### src/kcd_pkg.sv
// Shared constants for the keystroke command decoder: modes, actions, key codes.
`timescale 1ns / 1ps
`default_nettype none
package kcd_pkg;

   // field widths
   localparam int KeyWidth    = 8;
   localparam int LinesWidth  = 16;
   localparam int ActionWidth = 4;
   localparam int CharWidth   = 7;
   localparam int LineWidth   = 14;
   localparam int ModeWidth   = 2;

   // decoder modes
   localparam logic [ModeWidth-1:0] ModeNormal = 2'd0;
   localparam logic [ModeWidth-1:0] ModeEsc1   = 2'd1;
   localparam logic [ModeWidth-1:0] ModeEsc2   = 2'd2;
   localparam logic [ModeWidth-1:0] ModeGoto   = 2'd3;

   // largest goto number before it wraps to zero
   localparam logic [LineWidth-1:0] GotoMax = 14'd9999;

   // result actions
   localparam logic [ActionWidth-1:0] ActInsert  = 4'd0;
   localparam logic [ActionWidth-1:0] ActNewline = 4'd1;
   localparam logic [ActionWidth-1:0] ActDelBack = 4'd2;
   localparam logic [ActionWidth-1:0] ActLStart  = 4'd3;
   localparam logic [ActionWidth-1:0] ActLEnd    = 4'd4;
   localparam logic [ActionWidth-1:0] ActRedraw  = 4'd5;
   localparam logic [ActionWidth-1:0] ActSave    = 4'd6;
   localparam logic [ActionWidth-1:0] ActQuit    = 4'd7;
   localparam logic [ActionWidth-1:0] ActRight   = 4'd8;
   localparam logic [ActionWidth-1:0] ActLeft    = 4'd9;
   localparam logic [ActionWidth-1:0] ActUp      = 4'd10;
   localparam logic [ActionWidth-1:0] ActDown    = 4'd11;
   localparam logic [ActionWidth-1:0] ActDigit   = 4'd12;
   localparam logic [ActionWidth-1:0] ActGoto    = 4'd13;

   // key codes
   localparam logic [KeyWidth-1:0] KeyCtrlA  = 8'd1;
   localparam logic [KeyWidth-1:0] KeyCtrlG  = 8'd7;
   localparam logic [KeyWidth-1:0] KeyBs     = 8'd8;
   localparam logic [KeyWidth-1:0] KeyTab    = 8'd9;
   localparam logic [KeyWidth-1:0] KeyLf     = 8'd10;
   localparam logic [KeyWidth-1:0] KeyCtrlQ  = 8'd17;
   localparam logic [KeyWidth-1:0] KeyCtrlR  = 8'd18;
   localparam logic [KeyWidth-1:0] KeyCtrlW  = 8'd23;
   localparam logic [KeyWidth-1:0] KeyCtrlZ  = 8'd26;
   localparam logic [KeyWidth-1:0] KeyEsc    = 8'd27;
   localparam logic [KeyWidth-1:0] KeySpace  = 8'd32;
   localparam logic [KeyWidth-1:0] KeyZero   = 8'd48;
   localparam logic [KeyWidth-1:0] KeyNine   = 8'd57;
   localparam logic [KeyWidth-1:0] KeyUpA    = 8'd65;
   localparam logic [KeyWidth-1:0] KeyDownB  = 8'd66;
   localparam logic [KeyWidth-1:0] KeyRightC = 8'd67;
   localparam logic [KeyWidth-1:0] KeyLeftD  = 8'd68;
   localparam logic [KeyWidth-1:0] KeyBrack  = 8'd91;
   localparam logic [KeyWidth-1:0] KeyTilde  = 8'd126;
   localparam logic [KeyWidth-1:0] KeyDel    = 8'd127;

endpackage
`default_nettype wire

### src/keystroke_command_decoder.sv
// Top level of the keystroke command decoder: key bytes in, editor commands out.
`timescale 1ns / 1ps
`default_nettype none
// A key beat waits in the input stage and is decoded into the result register behind rsp_.
// Throughput: one key beat per cycle; while a result waits on rsp_stall the input
//   stage takes one more beat, then req_stall rises until the result leaves.
// Bytes that give no command leave no beat on rsp_.
// Reset (synchronous, active high): normal mode, not quit, goto number 0, stages empty.
module keystroke_command_decoder (
   input  wire logic                                clock,
   input  wire logic                                reset,
   input  wire logic                                req_valid,
   output      logic                                req_stall,
   input  wire logic [kcd_pkg::KeyWidth-1:0]        req_key_byte,
   input  wire logic [kcd_pkg::LinesWidth-1:0]      req_line_count,
   output      logic                                rsp_valid,
   input  wire logic                                rsp_stall,
   output      logic [kcd_pkg::ActionWidth-1:0]     rsp_action,
   output      logic [kcd_pkg::CharWidth-1:0]       rsp_char_value,
   output      logic [kcd_pkg::LineWidth-1:0]       rsp_line_number
);

   // ---------------------------------------------------------------
   // Input stage: one key beat waiting to be decoded
   // ---------------------------------------------------------------
   logic                               in_valid_ff;
   logic [kcd_pkg::KeyWidth-1:0]       key_ff;
   logic [kcd_pkg::LinesWidth-1:0]     lines_ff;

   // Result register
   logic                               out_valid_ff;
   logic [kcd_pkg::ActionWidth-1:0]    action_ff;
   logic [kcd_pkg::CharWidth-1:0]      char_ff;
   logic [kcd_pkg::LineWidth-1:0]      line_ff;

   // Decoder state
   logic [kcd_pkg::ModeWidth-1:0]      mode_ff,    mode_in;
   logic                               stopped_ff, stopped_in;
   logic                               bracket_ff, bracket_in;
   logic [kcd_pkg::LineWidth-1:0]      goto_ff,    goto_in;

   // Decode results for the beat in the input stage
   logic                               emit;
   logic [kcd_pkg::ActionWidth-1:0]    act;
   logic [kcd_pkg::CharWidth-1:0]      chr;
   logic [kcd_pkg::LineWidth-1:0]      line;

   // Goto arithmetic: value*10 + digit fits in 17 bits since value <= 9999
   logic [16:0]                        goto_wide;
   logic [16:0]                        goto_next;
   logic [kcd_pkg::LineWidth-1:0]      goto_target;
   logic                               is_digit;

   logic out_free;   // result register can take a beat this cycle
   logic advance;    // input-stage beat is decoded and retired this cycle

   assign out_free  = !out_valid_ff || !rsp_stall;
   assign advance   = in_valid_ff && out_free;
   assign req_stall = in_valid_ff && !out_free;

   assign rsp_valid       = out_valid_ff;
   assign rsp_action      = action_ff;
   assign rsp_char_value  = char_ff;
   assign rsp_line_number = line_ff;

   assign is_digit  = (key_ff >= kcd_pkg::KeyZero) && (key_ff <= kcd_pkg::KeyNine);
   assign goto_wide = ({3'b000, goto_ff} << 3) + ({3'b000, goto_ff} << 1);
   assign goto_next = goto_wide + {13'd0, key_ff[3:0]};

   // Clamp goto target to at least 1, then to at most line_count.
   always_comb begin
      logic [kcd_pkg::LineWidth-1:0] raised;
      raised = (goto_ff == '0) ? kcd_pkg::LineWidth'(1) : goto_ff;
      if ({2'b00, raised} > lines_ff) begin
         goto_target = lines_ff[kcd_pkg::LineWidth-1:0];
      end else begin
         goto_target = raised;
      end
   end

   // ---------------------------------------------------------------
   // Decode: one beat, one mode step
   // ---------------------------------------------------------------
   always_comb begin
      emit       = 1'b0;
      act        = kcd_pkg::ActInsert;
      chr        = '0;
      line       = '0;
      mode_in    = mode_ff;
      stopped_in = stopped_ff;
      bracket_in = bracket_ff;
      goto_in    = goto_ff;

      if (!stopped_ff) begin
         unique case (mode_ff)
            kcd_pkg::ModeGoto: begin
               emit = 1'b1;
               if (is_digit) begin
                  act = kcd_pkg::ActDigit;
                  // above the limit the number wraps to zero
                  if (goto_next > {3'b000, kcd_pkg::GotoMax}) begin
                     goto_in = '0;
                  end else begin
                     goto_in = goto_next[kcd_pkg::LineWidth-1:0];
                  end
                  line = goto_in;
               end else begin
                  act     = kcd_pkg::ActGoto;
                  line    = goto_target;
                  mode_in = kcd_pkg::ModeNormal;
               end
            end
            kcd_pkg::ModeEsc1: begin
               bracket_in = (key_ff == kcd_pkg::KeyBrack);
               mode_in    = kcd_pkg::ModeEsc2;
            end
            kcd_pkg::ModeEsc2: begin
               mode_in = kcd_pkg::ModeNormal;
               if (bracket_ff) begin
                  case (key_ff)
                     kcd_pkg::KeyRightC: begin emit = 1'b1; act = kcd_pkg::ActRight; end
                     kcd_pkg::KeyLeftD:  begin emit = 1'b1; act = kcd_pkg::ActLeft;  end
                     kcd_pkg::KeyUpA:    begin emit = 1'b1; act = kcd_pkg::ActUp;    end
                     kcd_pkg::KeyDownB:  begin emit = 1'b1; act = kcd_pkg::ActDown;  end
                     default: ;  // unknown escape: no command
                  endcase
               end
            end
            kcd_pkg::ModeNormal: begin
               unique case (key_ff) inside
                  kcd_pkg::KeyCtrlQ: begin
                     emit       = 1'b1;
                     act        = kcd_pkg::ActQuit;
                     stopped_in = 1'b1;
                  end
                  kcd_pkg::KeyCtrlR: begin emit = 1'b1; act = kcd_pkg::ActRedraw; end
                  kcd_pkg::KeyCtrlA: begin emit = 1'b1; act = kcd_pkg::ActLStart; end
                  kcd_pkg::KeyCtrlZ: begin emit = 1'b1; act = kcd_pkg::ActLEnd;   end
                  kcd_pkg::KeyCtrlG: begin
                     goto_in = '0;
                     mode_in = kcd_pkg::ModeGoto;
                  end
                  kcd_pkg::KeyCtrlW: begin emit = 1'b1; act = kcd_pkg::ActSave;    end
                  kcd_pkg::KeyLf:    begin emit = 1'b1; act = kcd_pkg::ActNewline; end
                  kcd_pkg::KeyDel, kcd_pkg::KeyBs: begin
                     emit = 1'b1;
                     act  = kcd_pkg::ActDelBack;
                  end
                  [kcd_pkg::KeySpace:kcd_pkg::KeyTilde], kcd_pkg::KeyTab: begin
                     emit = 1'b1;
                     act  = kcd_pkg::ActInsert;
                     chr  = key_ff[kcd_pkg::CharWidth-1:0];
                  end
                  default: ;  // other control codes and high bytes: nothing
               endcase
            end
            default: ;
         endcase

         // ESC always restarts an escape sequence, whatever mode it ended
         if (key_ff == kcd_pkg::KeyEsc) begin
            mode_in    = kcd_pkg::ModeEsc1;
            bracket_in = 1'b0;
         end
      end
   end

   // ---------------------------------------------------------------
   // Registers
   // ---------------------------------------------------------------
   always_ff @(posedge clock) begin
      if (reset) begin
         in_valid_ff  <= 1'b0;
         out_valid_ff <= 1'b0;
         mode_ff      <= kcd_pkg::ModeNormal;
         stopped_ff   <= 1'b0;
         bracket_ff   <= 1'b0;
         goto_ff      <= '0;
      end else begin
         // input stage loads whenever it is empty or retiring its beat
         if (!req_stall) begin
            in_valid_ff <= req_valid;
         end
         if (out_free) begin
            out_valid_ff <= advance && emit;
         end
         if (advance) begin
            mode_ff    <= mode_in;
            stopped_ff <= stopped_in;
            bracket_ff <= bracket_in;
            goto_ff    <= goto_in;
         end
      end
   end

   // payload: no reset needed
   always_ff @(posedge clock) begin
      if (!req_stall && req_valid) begin
         key_ff   <= req_key_byte;
         lines_ff <= req_line_count;
      end
      if (advance && emit) begin
         action_ff <= act;
         char_ff   <= chr;
         line_ff   <= line;
      end
   end

endmodule
`default_nettype wire
### config.mk
export PLATFORM = sky130hd
export DESIGN_NAME = keystroke_command_decoder
export DESIGN_NICKNAME = d
export VERILOG_FILES = /design/src/kcd_pkg.sv /design/src/keystroke_command_decoder.sv
export SDC_FILE = /design/constraint.sdc
export NUM_CORES = 1
export LEC_CHECK = 0
export BUFFER_PORTS_ARGS = -buffer_cell sky130_fd_sc_hd__buf_2
export CORE_MARGIN = 8
export CORE_UTILIZATION = 55
export DETAILED_ROUTE_END_ITERATION = 8
export PLACE_DENSITY = 0.76
export SYNTH_ARGS = -nofsm -noshare
export SYNTH_HDL_FRONTEND = slang
export SYNTH_SLANG_ARGS = --single-unit
### constraint.sdc
create_clock -name clock -period 3.74 [get_ports clock]
set_input_delay 0.561 -clock clock [delete_from_list [all_inputs] [get_ports clock]]
set_output_delay 0.561 -clock clock [all_outputs]
set_load 0.02 [all_outputs]
==> results of run 1 <==
kinds of logic (layout without fill, tap and decap cells):
family | after synthesis | after routing | share of synthesized area [%]
adder cells (fa/ha/maj) | 43 | 43 | 12.8
flip-flops | 69 | 69 | 43.3
multiplexers | 3 | 3 | 0.724
XOR/XNOR | 14 | 14 | 3.01
AO/OA/AOI/OAI | 106 | 106 | 17.2
buffers and inverters | 53 | 116 | 4.98
AND/OR/NAND/NOR | 151 | 151 | 18.0
worst max-delay path by stage:
stage                         start                  to  slack (ns)  cells after the start
after global routing      key_ff[3]          goto_ff[7]       -0.05                     14
after detailed placement  key_ff[3]  rsp_line_number[8]        0.01                     12
final                     key_ff[3]          goto_ff[7]        0.06                     14
after floorplan           key_ff[3]  rsp_line_number[3]        0.52                     13
after CTS                 key_ff[3]  rsp_line_number[8]        0.06                     12
after global placement    key_ff[3]  rsp_line_number[3]        0.25                     12
sequential cells by signal, indices dropped and copies added, names as in the netlist:
| signal | flops |
|---|---|
| mode_ff | 2 |
| rsp_valid | 1 |
| bracket_ff | 1 |
| rsp_char_value | 7 |
| key_ff | 8 |
| rsp_action | 4 |
| in_valid_ff | 1 |
| lines_ff | 16 |
| stopped_ff | 1 |
| rsp_line_number | 14 |
| goto_ff | 14 |
power by group:
| part | switching (mW) | internal (mW) |
|---|---|---|
| Sequential | 0.0126 | 0.840 |
| Clock | 0.280 | 0.369 |
| Combinational | 0.0598 | 0.0363 |
| Total | 0.352 | 1.24 |
placed cells by master, fill, tap and decap left out, types with 3 or more instances in the layout:
cell type / instances
sky130_fd_sc_hd__clkbuf_8: 9
sky130_fd_sc_hd__o22ai_1: 10
sky130_fd_sc_hd__o21ai_0: 4
sky130_fd_sc_hd__o21ai_1: 12
sky130_fd_sc_hd__inv_1: 27
sky130_fd_sc_hd__nand2b_1: 6
sky130_fd_sc_hd__a21oi_1: 36
sky130_fd_sc_hd__nor2_1: 38
sky130_fd_sc_hd__nor2b_1: 8
sky130_fd_sc_hd__o211ai_1: 3
sky130_fd_sc_hd__xnor2_1: 5
sky130_fd_sc_hd__buf_2: 54
sky130_fd_sc_hd__nand2_1: 37
sky130_fd_sc_hd__and3_1: 4
sky130_fd_sc_hd__nor3_1: 11
sky130_fd_sc_hd__a31oi_1: 4
sky130_fd_sc_hd__nand4_1: 8
sky130_fd_sc_hd__dfxtp_1: 20
sky130_fd_sc_hd__nand3_1: 7
sky130_fd_sc_hd__ha_1: 41
sky130_fd_sc_hd__o22ai_2: 3
sky130_fd_sc_hd__edfxtp_1: 49
sky130_fd_sc_hd__or2_2: 4
sky130_fd_sc_hd__o311a_1: 3
sky130_fd_sc_hd__xor2_1: 7
sky130_fd_sc_hd__buf_4: 20
sky130_fd_sc_hd__nor4_1: 7
sky130_fd_sc_hd__and2_1: 7
sky130_fd_sc_hd__o21ai_2: 10
area by class of cell:
type,instances,area (um2)
Tap cell,102,128
Clock buffer,10,128
Fill cell,640,2690
Clock inverter,5,76.3
Inverter,27,101
Multi-Input combinational cell,317,2270
Timing Repair Buffer,74,420
Sequential cell,69,1870
metal layers:
layer	vias up	track usage, %
met5	-	0
met4	0	6.32
met3	17	5.28
met2	179	28.7
met1	1679	25.8
li1	1725	-
critical path, delay by kind of cell, from the launching register on:
kind / cells / cell delay, ns
buf+inv: 4 / 0.58
xor+xnor: 1 / 0.24
simple gates: 1 / 0.06
flops: 1 / 0.41
fa+ha+maj: 2 / 0.92
compound gates: 6 / 1.36
timing repair:
action,4_1_cts,5_1_grt
endpoints found under the setup margin,1,26
pin swaps,0,4
gates resized for setup,1,4
endpoints found under the hold margin,0,0
hold buffers,0,0
buffers inserted,0,6
gates cloned,0,0
==> impl_metrics.json, run 1 <==
{
  "run_status": "finished, final reports clean",
  "placement.io_buffers": 54,
  "finalNetCount": 569,
  "cts-root-buf": "sky130_fd_sc_hd__clkbuf_8",
  "die_x_um": 105,
  "violation_count_after_the_first_detailed_routing_iteration": 346,
  "synthesis.instances": 439,
  "whs_path_depth": 1,
  "met1Wirelength_mm": 4.75,
  "htreeDepth": 3,
  "crit_path_max_incr_delay_ns": 0.61,
  "hp_start": "req_key_byte[5]",
  "worstReg2RegStart": "key_ff[3]",
  "total_power_divided_by_cell_area_mw_per_mm2": 320,
  "yosys.area.top_type": "sky130_fd_sc_hd__edfxtp_1",
  "reg_to_reg_critical_path_endpoint": "goto_ff[7]",
  "initial_core_utilization_pct": 56.2,
  "power.ir.vdd_worst_uv": 243,
  "final_area_mm2": 0.00499,
  "post_synth_main_area_contributors": "sky130_fd_sc_hd__edfxtp_1, sky130_fd_sc_hd__ha_1, sky130_fd_sc_hd__dfxtp_1",
  "cts.sink_count": 69,
  "total_power_mw": 1.60,
  "number_of_global_route_vias_before_repair": 3498,
  "finalHoldViolCount": 0,
  "post-synth-top-count-cell": "sky130_fd_sc_hd__edfxtp_1",
  "worst_case_headroom_to_the_max_slew_limit_pct": 33.0,
  "finalMaxSlewViolations": 0,
  "setup.worst_path.end_class": "flip-flop",
  "pin_count_of_the_biggest_net_entering_global_routing": 29,
  "drc": 0,
  "num_rows": 32,
  "drv_cap": 0,
  "crit_path_max_fanout": 14,
  "worstHoldEndpoint": "key_ff[5]",
  "dpl.cell_count": 583,
  "setup_slack_ns": 0.0649,
  "worst_hold_slack_ns": 0.389,
  "path_cells": "inv_1, fa_1, inv_1, ha_1, a211oi_2, o31ai_2, o311a_1, o21ai_1, xnor2_1, o31ai_4, buf_4, nand3_2, buf_4, o21ai_1",
  "synth-seq-area-share_pct": 43.3,
  "finalSetupTns_ns": 0,
  "dpl_worst_slack_ns": 0.0121,
  "fin_crit_ns": 3.68,
  "grt_pass1_wl_mm": 17.0,
  "cts_made_buffers": 9,
  "cts_max_path_buffers": 2,
  "fin_skew_ns": 0.0144,
  "cts_tree": "yes",
  "avgRoutedWirePerCell_um": 17.4,
  "dr.max_layer_used": "met4",
  "synth_area_per_cell_um2": 9.84,
  "synth-seq-cells": 69,
  "reg2regPathDepth": 14,
  "vias_per_cell": 5.96,
  "clock_insertion_delay_worst_skew_ns": 0.34,
  "synthFlopType": "sky130_fd_sc_hd__edfxtp_1",
  "p_leak_nw": 2.20,
  "cp.arrival_ns": 3.90,
  "timing.critical_path.from_type": "flip-flop",
  "min_path_type": "in -> reg",
  "cell_area_after_technology_mapping_mm2": 0.00432,
  "globalRoute.totalOverflow": 0,
  "synthDominantCellAreaShare_pct": 34.0,
  "final_antenna_net_count": 0,
  "clk_pin_slew_worst_paths_ns": 0.08,
  "syn2layout_area_growth_pct": 15.6,
  "grt.total_usage_pct": 19.1,
  "setup-violations-final": 0,
  "timing.reg2reg.setup_slack_ns": 0.06,
  "antenna_found_initial": 0,
  "dieArea_mm2": 0.0109,
  "syn-num-nets": 510,
  "finish.utilization_pct": 65.0,
  "post_route_cells_drive_above_1_share_pct": 24.1,
  "synth_cell_types": 58,
  "met3WireLength_um": 927,
  "finalWirelength_mm": 10.5,
  "routabilityCongestion": 0.940,
  "crit_slowest_cell": "sky130_fd_sc_hd__fa_1",
  "antenna-diode-count": 0,
  "placedInstanceArea_mm2": 0.00471,
  "timing.fmax_mhz": 272,
  "worst-slew-pin-transition_ns": 1.00,
  "drt_pass1_iterations": 5,
  "finalNonFillerCells": 604,
  "synth.top_cells.by_count": "sky130_fd_sc_hd__edfxtp_1, sky130_fd_sc_hd__ha_1, sky130_fd_sc_hd__nor2_1",
  "ffs_w_async_s_r_synth_pct": 0,
  "met2_length_mm": 4.69,
  "category_of_the_critical_setup_timing_path": "reg -> reg",
  "finalCritPeriodShare_pct": 98.3,
  "detailed_place_hpwl_mm": 7.94,
  "num_io_pins": 55,
  "yosysWarnings": 0,
  "detailroute.via_count": 3600,
  "chipHeight_um": 105,
  "required_ns": 3.97,
  "placeable_area_mm2": 0.00769,
  "number_of_flops_mapped_to_enable_cells_by_yosys": 49
}
(Power assumes the default switching activity.)
==> inputs of run 2 (changes only) <==
--- a/config.mk
+++ b/config.mk
@@ -7,9 +7,9 @@
 export LEC_CHECK = 0
 export BUFFER_PORTS_ARGS = -buffer_cell sky130_fd_sc_hd__buf_2
 export CORE_MARGIN = 8
-export CORE_UTILIZATION = 55
+export CORE_UTILIZATION = 53
 export DETAILED_ROUTE_END_ITERATION = 8
-export PLACE_DENSITY = 0.76
+export PLACE_DENSITY = 0.77
 export SYNTH_ARGS = -nofsm -noshare
 export SYNTH_HDL_FRONTEND = slang
 export SYNTH_SLANG_ARGS = --single-unit
==> constraint.sdc (replaced) <==
create_clock -name clock -period 3 [get_ports clock]
set_input_delay 0.45 -clock clock [delete_from_list [all_inputs] [get_ports clock]]
set_output_delay 0.45 -clock clock [all_outputs]
set_load 0.02 [all_outputs]
==> run 2 against run 1 <==
The flow now finishes with violations (negative setup slack). Routed wire length grew 7.2%. Via count rose by 2.7%. Non-clock buffer count grew 30. Combinational power up 33%. Final area increased by 7.8%. Clock-buffer cell count decreased by 1. First-iteration DRC count rose by 12%. Sequential power is 24% higher. Global-route usage rose by 0.56 points. Maximum frequency up 13%. Highest routed layer unchanged.
==> impl_metrics.json, run 2 (synthesized netlist as in run 1, its figures left out) <==
{
  "layout.cells.most_common": "sky130_fd_sc_hd__buf_2",
  "finalCritPeriodShare_pct": 108,
  "globalRoute.totalOverflow": 0,
  "placeable_area_mm2": 0.00805,
  "fin_skew_ns": 0.0110,
  "final_antenna_net_count": 0,
  "timing.critical_path.from_type": "flip-flop",
  "placedInstanceArea_mm2": 0.00500,
  "power.ir.vdd_worst_uv": 389,
  "antenna-diode-count": 0,
  "worst-slew-pin-transition_ns": 0.626,
  "most_frequent_cells_in_the_layout": "sky130_fd_sc_hd__buf_2, sky130_fd_sc_hd__edfxtp_1, sky130_fd_sc_hd__buf_4",
  "finalWirelength_mm": 11.3,
  "finish.utilization_pct": 66.9,
  "dieArea_mm2": 0.0113,
  "cts-root-buf": "sky130_fd_sc_hd__clkbuf_8",
  "share_seq_of_total_power_pct": 54.9,
  "vias_per_cell": 5.80,
  "crit_path_max_fanout": 7,
  "syn2layout_area_growth_pct": 24.6,
  "violations": "negative setup slack",
  "setup.worst_path.end_class": "flip-flop",
  "regMostFlops": "lines_ff",
  "grt_pass1_wl_mm": 17.5,
  "drv_cap": 0,
  "initial_core_utilization_pct": 53.7,
  "drc": 0,
  "cp.arrival_ns": 3.52,
  "clk_pin_slew_worst_paths_ns": 0.08,
  "cts_tree": "yes",
  "cts.sink_count": 69,
  "required_ns": 3.27,
  "num_io_pins": 55,
  "placement.io_buffers": 54,
  "finalNetCount": 599,
  "finalHoldViolCount": 0,
  "worst_hold_slack_ns": 0.275,
  "cts_made_buffers": 9,
  "finalMaxSlewViolations": 0,
  "antenna_found_initial": 0,
  "power.switching_fraction_pct": 23.7,
  "num_rows": 33,
  "worst_case_headroom_to_the_max_slew_limit_pct": 58.1,
  "chipHeight_um": 106,
  "post_route_cells_drive_above_1_share_pct": 32.5,
  "final_area_mm2": 0.00538,
  "finalSetupTns_ns": -5.99,
  "min_path_type": "in -> reg",
  "grt.total_usage_pct": 19.6,
  "dpl_worst_slack_ns": -0.373,
  "fin_crit_ns": 3.25,
  "power.combinational.fraction_pct": 6.6,
  "setup_repair_after_global_routing_missed_its_margin": "true",
  "routabilityCongestion": 0.944,
  "detailed_place_hpwl_mm": 8.59,
  "detailroute.via_count": 3698,
  "run_status": "finished with violations",
  "cts_max_path_buffers": 2,
  "largest_register_ff_count": 16,
  "die_x_um": 106,
  "pin_count_of_the_biggest_net_entering_global_routing": 29,
  "category_of_the_critical_setup_timing_path": "reg -> reg",
  "avgRoutedWirePerCell_um": 17.7,
  "setup_slack_ns": -0.247,
  "htreeDepth": 3,
  "timing.fmax_mhz": 308,
  "setup-violations-final": 28,
  "p_int_mw": 1.48,
  "p_leak_nw": 2.40,
  "power_switching_mw": 0.459,
  "number_of_global_route_vias_before_repair": 3534,
  "power.share.clock_pct": 38.5,
  "violation_count_after_the_first_detailed_routing_iteration": 386,
  "drt_pass1_iterations": 5,
  "total_power_divided_by_cell_area_mw_per_mm2": 359,
  "clock_insertion_delay_worst_skew_ns": 0.34
}
-- run 2: final cells by class --
type                       count  area [um2]
clock buffer                   9         124
clock inverter                 7        65.1
fill                         644        2670
inverter                      27         101
multi-input combinational    317        2380
sequential                    69        1870
tap                          105         131
timing repair buffer         104         708
-- run 2: per-layer routing --
| metal | routed length, um | share of wire, % | vias up | track usage, % |
|---|---|---|---|---|
| li1 | - | - | 1775 | - |
| met1 | 5210 | 46 | 1740 | 28.7 |
| met2 | 5010 | 44 | 177 | 29.2 |
| met3 | 996 | 8.8 | 6 | 3.69 |
| met4 | 59 | 0.52 | 0 | 4.52 |
| met5 | 0 | 0 | - | 0 |
-- run 2: path summary, 6_finish.rpt --
| kind | start | endpoint | slack, ns | cells past startpoint |
|---|---|---|---|---|
| max | key_ff[3] | goto_ff[6] | -0.25 | 14 |
| min | req_line_count[8] | lines_ff[8] | 0.28 | 1 |
| max reg2reg | key_ff[3] | goto_ff[6] | -0.25 | 14 |
| min reg2reg | rsp_valid | rsp_valid | 0.52 | 2 |
-- run 2: stage by stage --
step	std cells	power, mW
final	638	1.93
after global routing	638	2.00
after CTS	634	1.94
after detailed placement	617	1.21
after global placement	617	1.21
after floorplan	439	1.15
-- run 2: worst max-delay path, cell delays in order (launching register included) --
cell and delay, ns:
sky130_fd_sc_hd__edfxtp_1 0.38, sky130_fd_sc_hd__inv_2 0.05, sky130_fd_sc_hd__fa_1 0.54, sky130_fd_sc_hd__inv_2 0.06, sky130_fd_sc_hd__ha_4 0.24, sky130_fd_sc_hd__a211oi_4 0.26
sky130_fd_sc_hd__o31ai_4 0.13, sky130_fd_sc_hd__o31ai_2 0.21, sky130_fd_sc_hd__xor2_1 0.32, sky130_fd_sc_hd__nor4_4 0.11, sky130_fd_sc_hd__o31ai_4 0.31, sky130_fd_sc_hd__buf_6 0.15
sky130_fd_sc_hd__nand3_4 0.10, sky130_fd_sc_hd__clkbuf_16 0.20, sky130_fd_sc_hd__o21ai_2 0.10
-- run 2: power by group through the flow --
| stage | Combinational (mW) | Sequential [mW] | Clock [mW] |
|---|---|---|---|
| finish | 0.128 | 1.06 | 0.744 |
| global route | 0.141 | 1.06 | 0.798 |
| detailed placement | 0.125 | 1.08 | 0 |
| CTS | 0.126 | 1.06 | 0.751 |
| global placement | 0.123 | 1.08 | 0 |
| floorplan | 0.0656 | 1.09 | 0 |
-- run 2: timing repair --
| item | in CTS | in global routing |
|---|---|---|
| endpoints found under the hold margin | 0 | 0 |
| pin swaps | 4 | 7 |
| setup endpoints to repair | 28 | 28 |
| gates resized for setup | 5 | 20 |
| cloned | 0 | 1 |
| buffers inserted | 1 | 3 |
| hold buffers | 0 | 0 |
==> inputs of run 3 (changes only) <==
--- a/config.mk
+++ b/config.mk
@@ -7,9 +7,9 @@
 export LEC_CHECK = 0
 export BUFFER_PORTS_ARGS = -buffer_cell sky130_fd_sc_hd__buf_2
 export CORE_MARGIN = 8
-export CORE_UTILIZATION = 53
+export CORE_UTILIZATION = 55
 export DETAILED_ROUTE_END_ITERATION = 8
-export PLACE_DENSITY = 0.77
+export PLACE_DENSITY = 0.76
 export SYNTH_ARGS = -nofsm -noshare
 export SYNTH_HDL_FRONTEND = slang
 export SYNTH_SLANG_ARGS = --single-unit
==> constraint.sdc (replaced) <==
create_clock -name clock -period 3.5 [get_ports clock]
set_input_delay 0.525 -clock clock [delete_from_list [all_inputs] [get_ports clock]]
set_output_delay 0.525 -clock clock [all_outputs]
set_load 0.02 [all_outputs]
==> run 3 against run 2 <==
The run now ends clean. Routed wire length shrank 6.7%. Core utilization shrank 1.2 points. Sequential power shrank 14%. Critical path type unchanged. Highest routed layer unchanged.
==> impl_metrics.json, run 3 (synthesized netlist as in run 1, its figures left out) <==
{
  "drc": 0,
  "num_rows": 32,
  "worst_case_headroom_to_the_max_slew_limit_pct": 31.2,
  "finalWirelength_mm": 10.5,
  "clk_pin_slew_worst_paths_ns": 0.08,
  "cts_max_path_buffers": 2,
  "finalCritPeriodShare_pct": 97.6,
  "detailroute.via_count": 3589,
  "fin_crit_ns": 3.42,
  "num_io_pins": 55,
  "crit_path_max_incr_delay_ns": 0.44,
  "initial_core_utilization_pct": 56.2,
  "nFillCells": 626,
  "antenna_found_initial": 0,
  "cp_common_cell": "sky130_fd_sc_hd__ha_1",
  "finalNetCount": 572,
  "grt.total_usage_pct": 19.0,
  "syn2layout_area_growth_pct": 16.8,
  "finalMaxSlewViolations": 0,
  "finish.utilization_pct": 65.7,
  "htreeDepth": 3,
  "timing.critical_path.from_type": "flip-flop",
  "cts-root-buf": "sky130_fd_sc_hd__clkbuf_8",
  "clock_insertion_delay_worst_skew_ns": 0.35,
  "routabilityCongestion": 0.932,
  "cts_tree": "yes",
  "fin_skew_ns": 0.0123,
  "drt_pass1_iterations": 5,
  "final_antenna_net_count": 0,
  "run_status": "finished, final reports clean",
  "grt_pass1_wl_mm": 16.9,
  "avgRoutedWirePerCell_um": 17.3,
  "p_leak_nw": 2.20,
  "min_path_type": "in -> reg",
  "globalRoute.totalOverflow": 0,
  "crit_slowest_cell": "sky130_fd_sc_hd__edfxtp_1",
  "cp.arrival_ns": 3.60,
  "required_ns": 3.69,
  "largest_register_ff_count": 16,
  "crit_path_max_fanout": 6,
  "total_power_divided_by_cell_area_mw_per_mm2": 325,
  "timing.fmax_mhz": 293,
  "pin_count_of_the_biggest_net_entering_global_routing": 29,
  "worst-slew-pin-transition_ns": 1.03,
  "dieArea_mm2": 0.0109,
  "drv_cap": 0,
  "cts_made_buffers": 9,
  "hold_buffers": 0,
  "finalHoldViolCount": 0,
  "cts.sink_count": 69,
  "setup.worst_path.end_class": "flip-flop",
  "violation_count_after_the_first_detailed_routing_iteration": 415,
  "layout.cells.most_common": "sky130_fd_sc_hd__buf_2",
  "detailed_place_hpwl_mm": 7.82,
  "finalSetupTns_ns": 0,
  "power.ir.vdd_worst_uv": 299,
  "vias_per_cell": 5.90,
  "post_route_cells_drive_above_1_share_pct": 25.3,
  "category_of_the_critical_setup_timing_path": "reg -> reg",
  "die_x_um": 105,
  "regMostFlops": "lines_ff",
  "antenna-diode-count": 0,
  "chipHeight_um": 105,
  "placement.io_buffers": 54,
  "number_of_global_route_vias_before_repair": 3441,
  "setup-violations-final": 0,
  "placeable_area_mm2": 0.00769,
  "path_cells": "ha_1, ha_1, inv_1, fa_1, nor2b_4, o2111a_1, nor3_2, o211ai_1, a211o_1, a311oi_4, buf_4, nand3_4, o22ai_1",
  "most_frequent_cells_in_the_layout": "sky130_fd_sc_hd__buf_2, sky130_fd_sc_hd__edfxtp_1, sky130_fd_sc_hd__ha_1"
}
-- run 3: path summary, 6_finish.rpt --
path | from | cells past startpoint | slack, ns | endpoint
setup reg to reg | key_ff[2] | 13 | 0.08 | rsp_line_number[9]
hold / removal | req_line_count[13] | 1 | 0.35 | lines_ff[13]
setup / recovery | key_ff[2] | 13 | 0.08 | rsp_line_number[9]
hold reg to reg | goto_ff[0] | 2 | 0.49 | goto_ff[0]
-- run 3: per-layer routing --
layer	vias up	part of all wire, %	track usage, %
met5	-	0	0
met4	0	2.9	9.07
met3	32	7.2	3.75
met2	153	44	27.4
met1	1669	46	26.7
li1	1735	-	-
-- run 3: repair_timing --
action                     4_1_cts  5_1_grt
pin swaps                        2        8
setup buffers                    1        2
setup endpoints to repair       11       28
cloned                           0        1
resized for setup                2       11
-- run 3: critical path: cells and delay by family, from the launching register on --
family	cells	cell delay, ns
AO/OA/AOI/OAI	5	1.25
adder cells (fa/ha/maj)	3	0.83
buffers and inverters	2	0.29
flip-flops	1	0.44
AND/OR/NAND/NOR	3	0.44
-- run 3: power by group --
part           internal, mW  leakage, nW  total (mW)  switching (mW)
logic                0.0393         1.47       0.104          0.0642
registers             0.897        0.650       0.911          0.0132
clock network         0.328       0.0842       0.627           0.299
-- run 3: area by class of cell --
| type | instances | area, um2 | area share [%] |
|---|---|---|---|
| flip-flops and latches | 69 | 1870 | 37.1 |
| repair buffers | 76 | 439 | 8.70 |
| inverters | 27 | 101 | 2.01 |
| well taps | 102 | 128 | 2.53 |
| multi-input cells | 318 | 2320 | 46.0 |
| clock buffers | 12 | 135 | 2.68 |
| clock inverters | 4 | 48.8 | 0.967 |
-- run 3: through the flow --
stage	power (mW)	hold WS (ns)	cell area (um2)	cells	setup WS [ns]
final	1.64	0.349	5050	608	0.0839
after detailed placement	1.03	0.489	4750	588	-0.0592
after global routing	1.69	0.340	5050	608	-0.0249
after CTS	1.64	0.342	4950	605	0.0313
after global placement	1.03	0.484	4750	588	0.112
after floorplan	0.988	0.469	4320	439	0.276
